$ cat config.mk
export PLATFORM = sky130hd
export DESIGN_NAME = scqap_qmul
export DESIGN_NICKNAME = d
export VERILOG_FILES = /design/src/scqap_pkg.sv /design/src/scqap_qmul.sv
export SDC_FILE = /design/constraint.sdc
export NUM_CORES = 2
export LEC_CHECK = 0
export ABC_CLOCK_PERIOD_IN_PS = 11200
export BUFFER_PORTS_ARGS = -buffer_cell sky130_fd_sc_hd__buf_2
export CORE_MARGIN = 2
export CORE_UTILIZATION = 63
export CTS_BUF_LIST = sky130_fd_sc_hd__clkbuf_8 sky130_fd_sc_hd__clkbuf_16
export DETAILED_ROUTE_END_ITERATION = 12
export PLACE_DENSITY_LB_ADDON = 0.2
export SKIP_LAST_GASP = 1
export SLEW_MARGIN = 20
export SYNTH_ARGS = -nofsm -noshare
export SYNTH_HDL_FRONTEND = slang
export SYNTH_SLANG_ARGS = --single-unit
$ cat constraint.sdc
create_clock -name aclk -period 11.2 [get_ports aclk]
set_clock_uncertainty 0.05 [all_clocks]
set_input_delay 0 -clock aclk [delete_from_list [all_inputs] [get_ports aclk]]
set_output_delay 0 -clock aclk [all_outputs]
set_load 0.05 [all_outputs]
$ cat src/scqap_pkg.sv
package scqap_pkg;

    // Widths of the fixed fields and of the internal Q30 datapath.
    localparam int ANGLE_W  = 32;
    localparam int RESULT_W = 32;
    localparam int Q_W      = 32;
    localparam int QF       = 30;

    // Default number formats.
    localparam int ANGLE_FRAC_BITS_DEF  = 28;
    localparam int RESULT_FRAC_BITS_DEF = 30;

    // pi in Q29, and one in Q30.
    localparam logic signed [Q_W-1:0] PI_Q29 = 32'sd1686629713;
    localparam logic signed [Q_W-1:0] ONE_Q  = 32'sd1073741824;

    // Minimax coefficients for the quarter angle, rounded to Q30.
    localparam logic signed [Q_W-1:0] COEF_S1 = 32'sd209544;
    localparam logic signed [Q_W-1:0] COEF_S2 = 32'sd8946590;
    localparam logic signed [Q_W-1:0] COEF_S3 = 32'sd178956841;
    localparam logic signed [Q_W-1:0] COEF_C1 = 32'sd26235;
    localparam logic signed [Q_W-1:0] COEF_C2 = 32'sd1491139;
    localparam logic signed [Q_W-1:0] COEF_C3 = 32'sd44739220;

endpackage

$ cat src/scqap_qmul.sv
// Two-stage Q30 multiplier: y = round(a * b) + c, rounding to nearest with ties
// away from zero on the magnitude. The first stage forms the magnitude product,
// the second rounds, restores the sign and adds c.
module scqap_qmul (
    input  logic                                 aclk,
    input  logic                                 en,
    input  logic signed [scqap_pkg::Q_W-1:0]     a,
    input  logic signed [scqap_pkg::Q_W-1:0]     b,
    input  logic signed [scqap_pkg::Q_W-1:0]     c,
    output logic signed [scqap_pkg::Q_W-1:0]     y
);

    localparam int W  = scqap_pkg::Q_W;
    localparam int QF = scqap_pkg::QF;
    localparam int PW = 2 * W;
    localparam int MW = PW - QF;

    logic [W-1:0]            a_mag;
    logic [W-1:0]            b_mag;
    logic [PW-1:0]           prod_next;
    logic [PW-1:0]           prod_reg;
    logic                    neg_reg;
    logic signed [W-1:0]     c_reg;
    logic [PW-1:0]           prod_rnd;
    logic [MW-1:0]           mag;
    logic signed [MW:0]      res;

    assign a_mag     = a[W-1] ? (~a + W'(1)) : a;
    assign b_mag     = b[W-1] ? (~b + W'(1)) : b;
    assign prod_next = PW'(a_mag) * PW'(b_mag);

    always_ff @(posedge aclk) begin
        if (en) begin
            prod_reg <= prod_next;
            neg_reg  <= a[W-1] ^ b[W-1];
            c_reg    <= c;
        end
    end

    assign prod_rnd = prod_reg + (PW'(1) << (QF - 1));
    assign mag      = prod_rnd[PW-1:QF];
    assign res      = neg_reg ? -$signed({1'b0, mag}) : $signed({1'b0, mag});

    always_ff @(posedge aclk) begin
        if (en) begin
            y <= W'(res + (MW+1)'(c_reg));
        end
    end

endmodule

# After elaboration in Yosys (flattened, before gate mapping)
# Index checks and enable logic that the tools add are counted.
[totals] ff_bits=127 inputBits=98 output_inout_bits=32 word_cells=16
[op_classes] addsub=5 multipliers=1 muxes=3 bitwise=3
[op_table] cell="two-way mux 32 bit" count=3
[op_table] cell="adder 32 x 2 -> 32 bit (second input constant)" count=2
[op_table] cell="inverter 32 bit" count=2
[op_table] cell="adder 62 x 30 -> 62 bit (second input constant)" count=1
[op_table] cell="multiplier 32 x 32 -> 62 bit" count=1
[op_table] cell="adder 32 bit" count=1
[op_table] cell="negation 32 bit" count=1
[op_table] cell="XOR 1 bit" count=1

# Logic depth before layout (Yosys ltp)
[logic_depth] ltp_word=4 ltp_mapped=37 ltp_nobuf=35

# Least setup slack after synthesis
# OpenSTA, ideal clock, no wires.
[synth_timing] path_type="in2reg" from="input a[3] in the netlist's numbering" to="register prod_reg[55] (data pin)" setup_time_ps=269 t_arrival_ps=9715 slack_ps=1166 cell_stages=31 cell_sequence="or4_1 > or4_4 > or4_1 > or3_1 > or3_1 > or3_4 > o41ai_4 > xor2_2 > buf_4 > nor2_1 > fa_1 > inv_1 > fa_1 > fa_1 > fa_1 > inv_1 > fa_1 > fa_1 > fa_1 > fa_1 > ha_1 > nand2_1 > or3_1 > a211o_1 > nor3b_1 > a21oi_1 > a311o_1 > a31oi_1 > a31oi_1 > o31ai_1 > xor2_1"
[synth_between] elab_chain_cells=4
[synth_lines] element="start: declaration" line_no="scqap_qmul.sv:7" source="input logic signed [scqap_pkg::Q_W-1:0] a,"
[synth_lines] element="inverter 32 bit" line_no="scqap_qmul.sv:28" source="assign a_mag = a[W-1] ? (~a + W'(1)) : a;"
[synth_lines] element="adder 32 x 2 -> 32 bit" line_no="scqap_qmul.sv:28"
[synth_lines] element="two-way mux 32 bit (*)" line_no="scqap_qmul.sv:28"
[synth_lines] element="multiplier 32 x 32 -> 62 bit (*)" line_no="scqap_qmul.sv:30" source="assign prod_next = PW'(a_mag) * PW'(b_mag);"
[synth_lines] element="via prod_next[55]" line_no="scqap_qmul.sv:20" source="logic [PW-1:0] prod_next;"
[synth_lines] element="end signal: assignment" line_no="scqap_qmul.sv:34" source="prod_reg <= prod_next;"
[synth_lines] element="end: declaration" line_no="scqap_qmul.sv:21" source="logic [PW-1:0] prod_reg;"
# The timed path passes the listed nets; every way through them passes the cells marked *.
# A chain may end at the register's enable or synchronous reset.

# Worst setup path after layout
[layout_timing] from="input a[3] in the netlist's numbering" to="register prod_reg[60] (data pin)"
# The elaborated chain is that of the path after synthesis.

==> reports/qor.txt <==
outcome = finished, final reports clean
RSZ-0062 raised after global routing = false
top-area cell type share of the netlist area = 46.7%
Mapped Avg Cell Area = 8.98 sq um
Yosys cell types = 71
area grow syn2layout = 7.80%
TritonCTS Sinks = 98
Mapped Area = 38400 sq um
Fill cells = 4780
Die Wd = 251 um
Seq cells post-synth = 98
Crit path top cell by count = fa_1
GRT Overall Usage = 39.2%
Post-synth EDFFs = 98
grt met1 use = 54.1%
final hold slack = 0.111 ns
Die Ht = 251 um
worst reg2reg endpoint = y[28]
RR Startpoint = prod_reg[29]
I/O Pins = 130
buffers added on ports = 129
first-pass GRT wire length = 184 mm
wire per inst = 22.8 um
cell family with most CP delay = adder cells
Buf/Inv on CP = 4
H-tree levels = 3
core area = 60200 sq um
Most used DFF post-synth = edfxtp_1
pin count of the biggest net entering global routing = 57
CTS max path bufs = 2
Pre-antenna DRT Iters = 7
antenna viol nets, final = 0
Max Slew Vio Count = 0
CP startpoint kind = primary input
Hold EP = y[25]
crit path kind = in -> reg
crit path DAT = 10.78 ns
Mapped Nets = 5545
final hold violation count = 0
Initial Util = 63.7%
share of layout cells above drive strength 1 = 7.92%
post-CTS setup buffer count = 0
fin crit share = 95.8%
initial antenna violation count = 7
CTS tree = yes
WP data required = 11.25 ns
max reg flops = 33
cells on worst reg2reg path = 22
Seq/Total Area, Yosys = 7.67%
Max Cap Viol = 0
synth warn = 0
Setup-failing EPs final = 0
Tmin final = 10.73 ns
Sum Neg Setup Slack = 0 ns
Final nets = 5673
vias in the first global route = 31678
vias per cell = 5.95
setup ws final = 0.468 ns
CTS Buf Count = 9
commonest non-fill, non-tap cell in the layout = inv_1
max frequency = 93.2 MHz
DIE AREA = 62900 sq um
worst-margin pin slew = 1.28 ns
GR Overflow Total = 0
reg-to-reg setup timing slack = 5.23 ns
Hold Path Class = in -> reg
Clock Latency Late Sink = 0.35 ns
routability congestion estimate = 1.00
slowest cell on the critical path = or4_1
busiest grt layer = met2
Root Driver = clkbuf_16
cell count after synthesis = 4272
Cell Rows = 90
global routing usage on met2 = 56.1%
hold path cells = 1
Critical Path Sink Type = register
largest area contributor in the netlist = fa_1
Slew headroom = 14.6%
critical hold path startpoint = en
met3 usage = 15.0%
Max FO, Critical Path = 11
number of DRC violations after detailed-routing iteration 0 = 3308
Post-synth ARST share = 0%
most frequent cells in the layout = inv_1 (897), fa_1 (895), nor2_1 (591), nand2_1 (536), ha_1 (280)
clock-pin slew on the worst setup and hold paths = 0.07 ns
# DRC = 0
post-detail-place hpwl = 96.6 mm
pre-CTS WS = 0.256 ns
WL final = 119 mm
Vias = 30875
Worst path max stage delay = 0.75 ns
Synth area leaders = fa_1 (47%), ha_1 (9.1%), inv_1 (8.8%)
-- cell usage after synthesis (4+ instances only) --
library cell / n
inv_1: 897
nor4b_1: 4
nand4_1: 21
ha_1: 280
nor2b_1: 11
mux2i_1: 6
a41oi_1: 6
edfxtp_1: 98
nand2_1: 536
a211oi_1: 9
o21bai_1: 14
nor3_1: 19
o21a_1: 10
xnor2_1: 151
nor4_1: 6
xor2_1: 89
buf_2: 6
o22ai_1: 4
or3_1: 18
a21o_1: 46
or2_2: 8
o41ai_1: 7
clkbuf_1: 177
o211ai_1: 6
and4_1: 9
a21oi_1: 80
nand2b_1: 18
a31oi_1: 15
o21ai_0: 75
nand3_1: 39
and3_1: 14
or4_1: 14
o31ai_1: 22
nor2_1: 591
fa_1: 895
and2_1: 19
a21boi_0: 4
-- worst register-to-register path, stage by stage, from the launching register on --
cell	delay, ns
edfxtp_1	0.43
ha_1	0.39
and3_1	0.30
mux2i_1	0.21
a2bb2oi_1	0.14
or2_2	0.34
nor3_1	0.34
nand3_1	0.32
nor2_1	0.21
mux2i_1	0.19
a22oi_1	0.09
xnor2_1	0.19
ha_1	0.37
and4_1	0.32
nand3_1	0.13
nor3_1	0.31
o311ai_0	0.36
nand4b_1	0.29
nand3_1	0.19
a31oi_1	0.25
o21a_1	0.14
nor2_1	0.05
xnor2_1	0.12
-- metal layers --
metal / up-vias / routed length [um]
met2: 2155 / 48800
met4: 4 / 6080
met5: - / 28
met1: 15227 / 44800
li1: 13079 / -
met3: 410 / 18900
-- cell type report --
cell class	count	area, sq um	area share (%)
tap	782	978	2.37
timing repair buffer	302	2040	4.93
clock inverter	6	41.3	0.0998
antenna	5	12.5	0.0302
clock buffer	9	225	0.544
multi-input combinational	3092	31800	76.8
inverter	897	3370	8.14
sequential	98	2940	7.11
-- worst max-delay path by stage --
stage,start,slack (ns),cells past startpoint,endpoint
floorplan,a[3],1.17,31,prod_reg[55]
global placement,a[3],0.41,31,prod_reg[60]
detailed placement,a[3],0.26,31,prod_reg[60]
CTS,a[3],0.60,31,prod_reg[60]
global route,a[3],0.05,31,prod_reg[60]
finish,a[3],0.47,31,prod_reg[60]
-- cell families (layout without fill, tap and decap cells) --
kind of cell	count (synthesis)	count (layout)	share of synthesized area [%]
AOI/OAI and AO/OA	326	326	5.53
xor gates and xnor gates	243	243	5.61
adders and majority gates	1175	1175	55.8
buffers and inverters	1082	1214	10.6
DFF	98	98	7.67
muxes	9	9	0.245
other	0	5	0
and+or+nand+nor	1339	1339	14.5
-- per-stage QoR --
stage	util (%)	std cells	cell area [sq um]
floorplan	-	4272	38400
global placement	67.6	5139	40800
detailed placement	67.6	5139	40800
CTS	68.6	5186	41300
global route	68.6	5187	41400
finish	68.7	5191	41400
-- repair_timing --
action                                 4_1_cts  5_1_grt
endpoints found under the hold margin       32        0
resized for setup                            0        0
hold buffers                                32        0
Power is left out: the tool's default activity adds up to more than one toggle a clock period on the data nets, which glitch-free logic cannot reach.
